## src/rtl/rms_sound_level_meter_assert.svh

```systemverilog
// ----------------------------------------------------------------------------
// RMS sound level meter: assertion macros
// Immediate-consequence and next-cycle implication checks, reset-qualified.
// ----------------------------------------------------------------------------
`ifndef RMS_SOUND_LEVEL_METER_ASSERT_SVH
`define RMS_SOUND_LEVEL_METER_ASSERT_SVH

// antecedent implies consequent in the same cycle
`define RSLM_ASSERT_NOW(lbl, clk, rst, ante, cons) \
   lbl: assert property (@(posedge clk) disable iff (rst) (ante) |-> (cons)) \
      else $error("rslm: same-cycle check failed");

// antecedent implies consequent in the next cycle
`define RSLM_ASSERT_NEXT(lbl, clk, rst, ante, cons) \
   lbl: assert property (@(posedge clk) disable iff (rst) (ante) |=> (cons)) \
      else $error("rslm: next-cycle check failed");

`endif

```

## src/rtl/rslm_pkg.sv

```systemverilog
// ----------------------------------------------------------------------------
// rslm_pkg
// Types and constants of the RMS sound level meter.
// ----------------------------------------------------------------------------
`timescale 1ns / 1ps
`default_nettype none

package rslm_pkg;

   localparam int SUM_W     = 57;          // sum of squares
   localparam int MAG_W     = 24;          // sample magnitude
   localparam int SQ_W      = 47;          // one square
   localparam int M_W       = 31;          // Q1.30 mantissa
   localparam int FRAC_W    = 16;          // log2 fraction bits
   localparam int EXP_W     = 6;           // log2 integer part
   localparam int LOG_W     = EXP_W + FRAC_W;
   localparam int D_W       = 24;          // log difference, signed Q.16
   localparam int MUL_W     = 34;          // shared signed multiplier operands
   localparam int PROD_W    = 48;          // scaled level product
   localparam int CFG_W     = 15;
   localparam int LEVEL_W   = 16;
   localparam int CSR_IDX_W = 2;
   localparam int COARSE    = 8;           // coarse normalize step
   localparam int NORM_TOP  = SUM_W - 1;
   localparam int KDB_W     = 18;

   localparam logic [CSR_IDX_W-1:0] CSR_REPORT_THRESHOLD  = 2'd0;
   localparam logic [CSR_IDX_W-1:0] CSR_FULL_SCALE_OFFSET = 2'd1;

   localparam logic [CFG_W-1:0] THRESHOLD_RESET = 15'd256;
   localparam logic [CFG_W-1:0] OFFSET_RESET    = 15'd30720;

   // 10*log10(2) in Q16
   localparam logic [KDB_W-1:0] DB_PER_OCTAVE_Q16 = 18'd197283;
   // 46.0 in Q16: full-scale square is 2^46
   localparam logic signed [D_W-1:0] REF_LOG2_Q16 = 24'sd3014656;
   localparam logic signed [PROD_W-1:0] ROUND_HALF = 48'sd8388608;

   typedef enum logic [3:0] {
      ST_IDLE,
      ST_SQUARE,
      ST_ACCUM,
      ST_CHECK,
      ST_NORM,
      ST_LOG,
      ST_SCALE,
      ST_ROUND,
      ST_DECIDE
   } state_type;

   typedef struct packed {
      logic signed [31:0] audio_word;
      logic               block_end;
   } req_item_type;

   typedef struct packed {
      logic signed [LEVEL_W-1:0] level_db;
      logic                      report;
      logic                      silent;
   } rsp_item_type;

endpackage

`default_nettype wire

```

## src/rtl/rms_sound_level_meter.sv

```systemverilog
// ----------------------------------------------------------------------------
// rms_sound_level_meter
// Block RMS level in Q8.8 dB with a report decision, one shared multiplier.
// ----------------------------------------------------------------------------
//  channel   direction  handshake            payload
//  req_      in         req_valid/req_stall  req_item_type (audio_word, block_end)
//  rsp_      out        rsp_valid/rsp_stall  rsp_item_type (level_db, report, silent)
//  csr_      in         csr_we               csr_index, csr_wdata
//
//  Non-final sample: accept, square, add. Block end: accept, square, add, check,
//  then two log2 passes (normalize, then one squaring round per fraction bit;
//  first for the sum, then for the count), then scale, round and decide; an
//  all-zero block goes from check to decide. One shared 34x34 multiplier.
//  Reset is synchronous; req_stall is high while busy. A held result does
//  not block samples; only the next result waits for rsp_stall.
// ----------------------------------------------------------------------------
`timescale 1ns / 1ps
`default_nettype none
`include "rms_sound_level_meter_assert.svh"

module rms_sound_level_meter
   import rslm_pkg::*;
#(
   parameter int MAX_BLOCK = 1024
) (
   input  logic                 clock,
   input  logic                 reset,
   input  logic                 req_valid,
   output logic                 req_stall,
   input  req_item_type         req_item,
   output logic                 rsp_valid,
   input  logic                 rsp_stall,
   output rsp_item_type         rsp_item,
   input  logic                 csr_we,
   input  logic [CSR_IDX_W-1:0] csr_index,
   input  logic [CFG_W-1:0]     csr_wdata
);

   localparam int CNT_W = $clog2(MAX_BLOCK + 1);
   localparam logic [CNT_W-1:0] CNT_MAX = CNT_W'(MAX_BLOCK);
   localparam logic [3:0] LAST_ROUND = 4'(FRAC_W - 1);

   // control state
   state_type                  state_ff, state_in;
   logic [CFG_W-1:0]           thr_ff, thr_in;
   logic [CFG_W-1:0]           ofs_ff, ofs_in;
   logic [SUM_W-1:0]           sum_ff, sum_in;
   logic [CNT_W-1:0]           cnt_ff, cnt_in;
   logic signed [LEVEL_W-1:0]  last_ff, last_in;
   logic                       have_ff, have_in;
   logic                       rsp_valid_ff, rsp_valid_in;

   // datapath
   logic [MAG_W-1:0]           mag_ff, mag_in;
   logic                       end_ff, end_in;
   logic                       take_ff, take_in;
   logic [SQ_W-1:0]            sq_ff, sq_in;
   logic [SUM_W-1:0]           norm_ff, norm_in;
   logic [EXP_W-1:0]           shift_ff, shift_in;
   logic [M_W-1:0]             m_ff, m_in;
   logic [FRAC_W-1:0]          frac_ff, frac_in;
   logic [3:0]                 round_ff, round_in;
   logic                       phase_ff, phase_in;
   logic [LOG_W-1:0]           lsum_ff, lsum_in;
   logic signed [D_W-1:0]      d_ff, d_in;
   logic signed [PROD_W-1:0]   prod_ff, prod_in;
   logic signed [LEVEL_W-1:0]  level_ff, level_in;
   logic                       silent_ff, silent_in;
   rsp_item_type               rsp_item_ff, rsp_item_in;

   // shared multiplier
   logic signed [MUL_W-1:0]    mul_a, mul_b;
   logic signed [2*MUL_W-1:0]  mul_p;

   logic                       accept;
   logic                       out_free;
   logic                       decide_fire;
   logic [MAG_W-1:0]           u24;
   logic                       frac_bit;
   logic [M_W-1:0]             m_next;
   logic [FRAC_W-1:0]          frac_next;
   logic [LOG_W-1:0]           log_cur;
   logic signed [PROD_W-1:0]   rnd;
   logic signed [24:0]         lv;
   logic signed [LEVEL_W:0]    diff;
   logic [LEVEL_W:0]           absd;
   logic                       report;

   assign accept   = req_valid && !req_stall;
   assign out_free = !rsp_valid_ff || !rsp_stall;
   assign mul_p    = mul_a * mul_b;

   // ---------------------------------------------------------------- next state
   always_comb begin
      state_in = state_ff;
      case (state_ff)
         ST_IDLE:   if (accept) state_in = ST_SQUARE;
         ST_SQUARE: state_in = ST_ACCUM;
         ST_ACCUM:  state_in = end_ff ? ST_CHECK : ST_IDLE;
         ST_CHECK:  state_in = (sum_ff == '0) ? ST_DECIDE : ST_NORM;
         ST_NORM:   if (norm_ff[NORM_TOP]) state_in = ST_LOG;
         ST_LOG: begin
            if (round_ff == LAST_ROUND) state_in = phase_ff ? ST_SCALE : ST_NORM;
         end
         ST_SCALE:  state_in = ST_ROUND;
         ST_ROUND:  state_in = ST_DECIDE;
         ST_DECIDE: if (out_free) state_in = ST_IDLE;
         default:   state_in = ST_IDLE;
      endcase
   end

   // ---------------------------------------------------------------- outputs
   always_comb begin
      req_stall   = (state_ff != ST_IDLE);
      decide_fire = (state_ff == ST_DECIDE) && out_free;
      mul_a       = '0;
      mul_b       = '0;
      case (state_ff)
         ST_SQUARE: begin
            mul_a = {{(MUL_W-MAG_W){1'b0}}, mag_ff};
            mul_b = {{(MUL_W-MAG_W){1'b0}}, mag_ff};
         end
         ST_LOG: begin
            mul_a = {{(MUL_W-M_W){1'b0}}, m_ff};
            mul_b = {{(MUL_W-M_W){1'b0}}, m_ff};
         end
         ST_SCALE: begin
            mul_a = {{(MUL_W-D_W){d_ff[D_W-1]}}, d_ff};
            mul_b = {{(MUL_W-KDB_W){1'b0}}, DB_PER_OCTAVE_Q16};
         end
         default: begin
            mul_a = '0;
            mul_b = '0;
         end
      endcase
   end

   // ---------------------------------------------------------------- datapath
   always_comb begin
      u24 = req_item.audio_word[31:8];

      // one squaring round of the log2 mantissa
      frac_bit  = mul_p[2*M_W-1];
      m_next    = frac_bit ? mul_p[2*M_W-1:M_W] : mul_p[2*M_W-2:M_W-1];
      frac_next = {frac_ff[FRAC_W-2:0], frac_bit};
      log_cur   = {EXP_W'(NORM_TOP) - shift_ff, frac_next};

      rnd  = prod_ff + ROUND_HALF;
      lv   = $signed({rnd[PROD_W-1], rnd[PROD_W-1:24]}) + $signed({10'b0, ofs_ff});
      diff = $signed({level_ff[LEVEL_W-1], level_ff}) - $signed({last_ff[LEVEL_W-1], last_ff});
      absd = diff[LEVEL_W] ? (LEVEL_W+1)'(-diff) : (LEVEL_W+1)'(diff);
      report = !have_ff || (absd >= {2'b00, thr_ff});

      thr_in       = thr_ff;
      ofs_in       = ofs_ff;
      sum_in       = sum_ff;
      cnt_in       = cnt_ff;
      last_in      = last_ff;
      have_in      = have_ff;
      mag_in       = mag_ff;
      end_in       = end_ff;
      take_in      = take_ff;
      sq_in        = sq_ff;
      norm_in      = norm_ff;
      shift_in     = shift_ff;
      m_in         = m_ff;
      frac_in      = frac_ff;
      round_in     = round_ff;
      phase_in     = phase_ff;
      lsum_in      = lsum_ff;
      d_in         = d_ff;
      prod_in      = prod_ff;
      level_in     = level_ff;
      silent_in    = silent_ff;
      rsp_item_in  = rsp_item_ff;
      rsp_valid_in = rsp_valid_ff && rsp_stall;

      if (csr_we) begin
         case (csr_index)
            CSR_REPORT_THRESHOLD:  thr_in = csr_wdata;
            CSR_FULL_SCALE_OFFSET: ofs_in = csr_wdata;
            default: ;
         endcase
      end

      case (state_ff)
         ST_IDLE: begin
            if (accept) begin
               mag_in  = u24[MAG_W-1] ? (~u24 + 1'b1) : u24;
               end_in  = req_item.block_end;
               take_in = (cnt_ff < CNT_MAX);
            end
         end
         ST_SQUARE: sq_in = mul_p[SQ_W-1:0];
         ST_ACCUM: begin
            if (take_ff) begin
               sum_in = sum_ff + SUM_W'(sq_ff);
               cnt_in = cnt_ff + 1'b1;
            end
         end
         ST_CHECK: begin
            norm_in   = sum_ff;
            shift_in  = '0;
            phase_in  = 1'b0;
            silent_in = (sum_ff == '0);
            level_in  = '0;
         end
         ST_NORM: begin
            if (norm_ff[NORM_TOP]) begin
               m_in     = norm_ff[NORM_TOP -: M_W];
               frac_in  = '0;
               round_in = '0;
            end else if (norm_ff[NORM_TOP -: COARSE] == '0) begin
               norm_in  = norm_ff << COARSE;
               shift_in = shift_ff + EXP_W'(COARSE);
            end else begin
               norm_in  = norm_ff << 1;
               shift_in = shift_ff + 1'b1;
            end
         end
         ST_LOG: begin
            m_in     = m_next;
            frac_in  = frac_next;
            round_in = round_ff + 1'b1;
            if (round_ff == LAST_ROUND) begin
               if (!phase_ff) begin
                  lsum_in  = log_cur;
                  norm_in  = SUM_W'(cnt_ff);
                  shift_in = '0;
                  phase_in = 1'b1;
               end else begin
                  d_in = $signed({2'b00, lsum_ff}) - $signed({2'b00, log_cur})
                         - REF_LOG2_Q16;
               end
            end
         end
         ST_SCALE: prod_in = mul_p[PROD_W-1:0];
         ST_ROUND: begin
            if (lv > 25'sd32767)
               level_in = 16'sh7FFF;
            else if (lv < -25'sd32768)
               level_in = -16'sh8000;
            else
               level_in = lv[LEVEL_W-1:0];
         end
         ST_DECIDE: begin
            if (decide_fire) begin
               rsp_item_in.level_db = level_ff;
               rsp_item_in.report   = report;
               rsp_item_in.silent   = silent_ff;
               rsp_valid_in         = 1'b1;
               sum_in               = '0;
               cnt_in               = '0;
               if (report) begin
                  last_in = level_ff;
                  have_in = 1'b1;
               end
            end
         end
         default: ;
      endcase
   end

   // ---------------------------------------------------------------- registers
   always_ff @(posedge clock) begin
      if (reset) begin
         state_ff     <= ST_IDLE;
         thr_ff       <= THRESHOLD_RESET;
         ofs_ff       <= OFFSET_RESET;
         sum_ff       <= '0;
         cnt_ff       <= '0;
         last_ff      <= '0;
         have_ff      <= 1'b0;
         rsp_valid_ff <= 1'b0;
      end else begin
         state_ff     <= state_in;
         thr_ff       <= thr_in;
         ofs_ff       <= ofs_in;
         sum_ff       <= sum_in;
         cnt_ff       <= cnt_in;
         last_ff      <= last_in;
         have_ff      <= have_in;
         rsp_valid_ff <= rsp_valid_in;
      end
   end

   always_ff @(posedge clock) begin
      mag_ff      <= mag_in;
      end_ff      <= end_in;
      take_ff     <= take_in;
      sq_ff       <= sq_in;
      norm_ff     <= norm_in;
      shift_ff    <= shift_in;
      m_ff        <= m_in;
      frac_ff     <= frac_in;
      round_ff    <= round_in;
      phase_ff    <= phase_in;
      lsum_ff     <= lsum_in;
      d_ff        <= d_in;
      prod_ff     <= prod_in;
      level_ff    <= level_in;
      silent_ff   <= silent_in;
      rsp_item_ff <= rsp_item_in;
   end

   assign rsp_valid = rsp_valid_ff;
   assign rsp_item  = rsp_item_ff;

   // ---------------------------------------------------------------- checks
   `RSLM_ASSERT_NEXT(a_accept_squares, clock, reset, accept, state_ff == ST_SQUARE)
   `RSLM_ASSERT_NOW(a_norm_nonzero, clock, reset, state_ff == ST_NORM, norm_ff != '0)
   `RSLM_ASSERT_NOW(a_count_bound, clock, reset, 1'b1, cnt_ff <= CNT_MAX)
   `RSLM_ASSERT_NEXT(a_decide_posts, clock, reset, decide_fire, rsp_valid_ff && cnt_ff == '0)
   `RSLM_ASSERT_NOW(a_silent_zero, clock, reset, rsp_valid_ff && rsp_item_ff.silent, rsp_item_ff.level_db == '0)

endmodule

`default_nettype wire

```

## config.mk

```make
export PLATFORM = sky130hd
export DESIGN_NAME = rms_sound_level_meter
export DESIGN_NICKNAME = d
export VERILOG_FILES = /design/src/rtl/rslm_pkg.sv /design/src/rtl/rms_sound_level_meter.sv
export VERILOG_INCLUDE_DIRS = /design/src /design/src/rtl
export SDC_FILE = /design/constraint.sdc
export NUM_CORES = 2
export LEC_CHECK = 0
export ABC_AREA = 1
export BUFFER_PORTS_ARGS = -buffer_cell sky130_fd_sc_hd__buf_2
export CAP_MARGIN = 15
export CORE_MARGIN = 2
export CORE_UTILIZATION = 35
export DETAILED_ROUTE_END_ITERATION = 10
export HOLD_SLACK_MARGIN = 0.12
export PLACE_DENSITY_LB_ADDON = 0.08
export SLEW_MARGIN = 20
export SYNTH_ARGS = -nofsm -noshare
export SYNTH_HDL_FRONTEND = slang
export SYNTH_SLANG_ARGS = --single-unit
```

## constraint.sdc

```tcl
create_clock -name clock -period 25.6 [get_ports clock]
set_input_delay 2.56 -clock clock [delete_from_list [all_inputs] [get_ports clock]]
set_output_delay 2.56 -clock clock [all_outputs]
set_load 0.01 [all_outputs]
```

Word-level counts from Yosys, hierarchy flattened
Cells that the tools add are included.

cells by class
  add/subtract/negate cells = 13
  multipliers = 1
  div/mod/pow operators = 0
  magnitude comparators = 4
  equal/unequal tests = 18
  shift operators = 0
  muxes and demuxes = 42
  bitwise gates (word level) = 2
  reductions and logical operators = 32

operators with widths
  operator                count
  $mux 57                 6
  $pmux 57 s3             1
  $pmux 57 s2             1
  $pmux 34 s3             1
  $pmux 31 s3             1
  $mul 34x32->62          1
  $mux 31                 2
  $pmux 31 s2             1
  $add 57x47->57          1
  $logic_not 57->1        1
  $add 48x25->48 const B  1
  $pmux 4 s9              1
  $mux 16                 2
  $pmux 16 s2             1
  $pmux 15 s2             1
  $add 24x16->25          1
  $gt 25x16->1 const B    1
  $lt 25x16->1 const B    1
  $add 24x1->24 const B   1
  $mux 4                  6
  $mux 6                  4
  $not 24->24             1
  $sub 23x23->24 const B  1
  $mux 23                 1
  other kinds (38)        73

storage, ports and cells
  flip-flop bits (word level) = 436
  bits in latches = 0
  bits in writable memories = 0
  bits in read-only memories = 0
  input bits = 55
  output and inout bits = 20
  logic and storage cells = 140
  memories kept = 0

Logic depth before layout (Yosys ltp)
  depth in word-level cells = 6
  depth in mapped cells = 53
  depth with buffers taken out = 51

Least setup slack after synthesis
No wires, ideal clock.

  path kind = register -> register
  from = register state_ff[0]
  to = register d_ff[14], data pin
  setup time = 265 ps
  data arrival time = 10705 ps
  required time = 25335 ps
  slack = 14630 ps
  stages on the path, launching flop included = 47
  path buffers = 3
  period minus slack after synthesis = 10970 ps
  path through = dfxtp_1 inv_1 nor2_1 inv_1 nor2_2 clkbuf_1 a22o_1 inv_1 nand2_1 clkbuf_1 nand2_1 fa_1 inv_1 fa_1 inv_1 fa_1 fa_1 inv_1 [... 11 more ...] a21oi_1 o21ai_1 nand2_1 nand2_1 inv_1 nand2_1 nand2_1 buf_4 inv_1 ha_1 inv_1 fa_1 a21o_1 a21oi_1 o21bai_1 a21boi_0 o21ai_0 xor2_1

between the ends
  longest elaborated chain between the ends = 5
  elaborated cells between the ends (all ways) = 8
  those cells by class = 2 x add/sub; 1 x mul; 3 x eq/ne; 2 x mux

RTL lines
  element                                            RTL line                      RTL
  from (decl)                                        rms_sound_level_meter.sv:44   state_type state_ff, state_in;
  from (signal assigned)                             rms_sound_level_meter.sv:276  state_ff <= state_in;
  $eq 4x3->1 / $eq 4x1->1 (equally long branches)    rms_sound_level_meter.sv:118  case (state_ff)
  $pmux 34 s3 / $pmux 31 s3 (equally long branches)  rms_sound_level_meter.sv:118
  $mul 34x32->62 (*)                                 rms_sound_level_meter.sv:91   assign mul_p = mul_a * mul_b;
  net log_cur[0]                                     rms_sound_level_meter.sv:82   logic [LOG_W-1:0] log_cur;
  $sub 22x22->23 (*)                                 rms_sound_level_meter.sv:232  d_in = $signed({2'b00, lsum_ff}) - $signed({2'b00, log_cur})
  $sub 23x23->24 (*)                                 rms_sound_level_meter.sv:233  - REF_LOG2_Q16;
  to (signal assigned)                               rms_sound_level_meter.sv:299  d_ff <= d_in;
  to (decl)                                          rms_sound_level_meter.sv:65   logic signed [D_W-1:0] d_ff, d_in;

The timed path passes the listed nets; every way through them passes the cells marked *.
A chain may end at the register's enable or synchronous reset.

Worst setup path after layout
Ends and elaborated chain as after synthesis.

==> metrics <==
status=complete, no violations; Post-Synth XOR/XNOR Area=2.29%; worst slack at placement=12880 ps; clk sinks=413; GRT overflow=0; post_cts resized=0; hold path depth=0; Initial Util=35.2%; # fillers=18000; Worst setup EP type=flip-flop; Post-synth EDFFs=293; Synth Area in Adders=40.8%; Syn Std Cell Area=60200 sq um; area of the core=171000 sq um; Post-Synthesis Cells=approximately 7400; via count=47100; Area growth, synth to finish=7.90%; CP Data Arrival Time=13290 ps; hold path start=frac_ff[3]; Yosys warning total=0; top sig layer=met4; sequential cell area fraction in the yosys report=18.6%; Seq cells post-synth=between 400 and 500; Post-DRT Antenna Nets=0; DR iter-0 viols=3782; Netlist cell types=53; Critical Path Slowest Stage Cell=a21o_2; reg2reg path depth=45; pin count of the biggest net entering global routing=52; Main synth FF type=edfxtp_1; Setup TNS Final=0 ps; Max Cap Viol=0; Hold EP=lsum_ff[4]; DRT Pass-1 Iters=6; CTS Hold Bufs=0; Tcrit/Tclk final=50.4%; Max Clock Freq=slightly below 0.08 GHz; Port Buf Inserts=66; hpwl dp=approximately 160 mm; DRC viols=0; setup violators final=0; Synth Area per Inst=8.14 sq um; R2R Path End=d_ff[14]; clk_skew=~64 ps; initial antenna violation count=9; largest family of logic cells by synthesized area=adder cells; FFs w/ async S/R, synth=0%; reg2reg start=state_ff[0]; routability cong.=0.928; Req. time, crit path=25980 ps; final hold vios=0; setup bufs post-CTS=0; M1 wire length=94.5 mm; Slew HR=just over 20%; mux cell area share after synthesis=0%; clk root buf=clkbuf_16; multi-input logic area=41000 sq um; post-synthesis compound-gate area fraction=7.48%; CP Launch Type=flip-flop; kind of critical path=reg -> reg; die area=175000 sq um; H-tree Lvls=2; gr usage total=23.5%; Top delay family on crit path=adder cells; HP Class=reg -> reg; layout cells sized above 1=4.18%; Worst Setup Slack, final=12690 ps; CP peak stage delay=860 ps; die span in y=419 microns; CTS Buf Count=47; first-pass GRT wire length=306 mm; R2R Setup Slk=roughly 13000 ps; crit-path max FO=between 40 and 50; wire length per cell after detailed routing=21.0 microns; worst path bufs/invs=13; CTS Buffer Depth=3; post-synthesis simple-gate area fraction=between 10% and 20%; Hold WS=429 ps; Slew @ Worst Pin=around 1200 ps; die width=419 microns; Detailed Route WL=203 mm; I/O pin total=75; FP Rows=about 150; wire length on met2=92.0 mm; DR WL met3=12.0 mm; vias in the first global route=48200; unrepaired setup endpoints after global routing=no; Min Clock Period, post-route=12910 ps; Slew Limit Fails=0; clock-pin transition on the worst setup and hold timing paths=60 ps; CTS tree=yes; Layout Nets=just under 9000; Register Area=about 11000 sq um; clk_lat worst skew=660 ps; vias per cell=4.85
==> cells in the mapped netlist (7+ instances only) <==
cell	count	area share [%]
o221ai_1	7	0.10
buf_2	23	0.19
o21a_1	21	0.26
ha_1	307	6.4
buf_1	14	0.087
nor4_1	31	0.32
a31oi_1	33	0.34
edfxtp_1	293	15
nor2_2	10	0.10
dfxtp_1	120	4.0
nor2_4	7	0.13
clkinv_1	7	0.044
xor2_1	99	1.4
clkbuf_1	171	1.1
fa_1	1035	34
nor2_1	452	2.8
o21bai_1	18	0.22
o21ai_0	284	2.4
nand4_1	84	0.87
nand3b_1	7	0.087
o22ai_1	23	0.24
nand2_2	14	0.15
nand3_2	8	0.13
a22o_1	11	0.16
a21o_1	32	0.40
inv_2	10	0.062
nor3_1	53	0.44
xnor2_1	55	0.80
inv_1	1960	12
nand2_1	1548	9.7
nand3_1	243	2.0
a21oi_1	344	2.9
o211ai_1	15	0.19
==> sequential cells by signal, summed over array words and instances, names as in the netlist, 15 cells and up <==
signal	flops
d_ff	24
frac_ff	15
last_ff	16
level_ff	16
lsum_ff	22
m_ff	31
mag_ff	24
norm_ff	57
ofs_ff	15
prod_ff	25
rsp_item	18
sq_ff	47
sum_ff	57
thr_ff	15
==> worst max-delay path by stage <==
stage | end | depth (start not counted) | startpoint
global placement | d_ff[14] | 45 | state_ff[0]
detailed placement | d_ff[14] | 45 | state_ff[0]
CTS | d_ff[14] | 45 | state_ff[0]
floorplan | d_ff[14] | 46 | state_ff[0]
global route | d_ff[14] | 45 | state_ff[0]
finish | d_ff[14] | 45 | state_ff[0]
==> per-layer routing <==
layer	track usage (%)	vias up
li1	-	22300
met1	34.0	23500
met2	37.4	1134
met3	3.30	168
met4	4.62	0
met5	0	-
==> logic make-up after synthesis <==
kind of cell | Yosys count
XOR/XNOR | 155
AO/OA/AOI/OAI | 814
AND/OR/NAND/NOR | 2476
other | 2
buffers and inverters | 2191
flip-flops | 413
adder cells (fa/ha/maj) | 1342
==> cell usage in the layout, fill, tap and decap left out, types with 21 or more instances in the layout <==
master	count
nand4_1	84
clkbuf_16	47
buf_4	89
buf_2	65
o21a_1	21
nor2_1	446
a21oi_1	344
dfxtp_1	120
inv_1	1960
ha_1	307
nand3_1	239
a31oi_1	33
a21o_1	31
o21ai_0	283
fa_1	1035
nor3_1	52
edfxtp_1	293
xnor2_1	55
nand2_1	1546
xor2_1	98
conb_1	45
nor4_1	31
==> through the flow <==
step,cells,area [sq um],utilization [%]
floorplan,7436,60300,-
global placement,9609,63400,37.0
finish,9701,64900,37.9
detailed placement,9609,63400,37.0
CTS,9696,64900,37.9
global route,9696,64900,37.9
==> final cells by class <==
class | count | area share, %
diodes | 5 | 0.0193
repair buffers | 154 | 1.53
clock inverters | 28 | 0.447
flip-flops and latches | 413 | 17.2
multi-input cells | 4832 | 63.1
inverters | 1977 | 11.4
clock buffers | 59 | 1.91
well taps | 2233 | 4.30
Power is left out: the tool's default activity adds up to more than one toggle a clock period on the data nets, which glitch-free logic cannot reach.
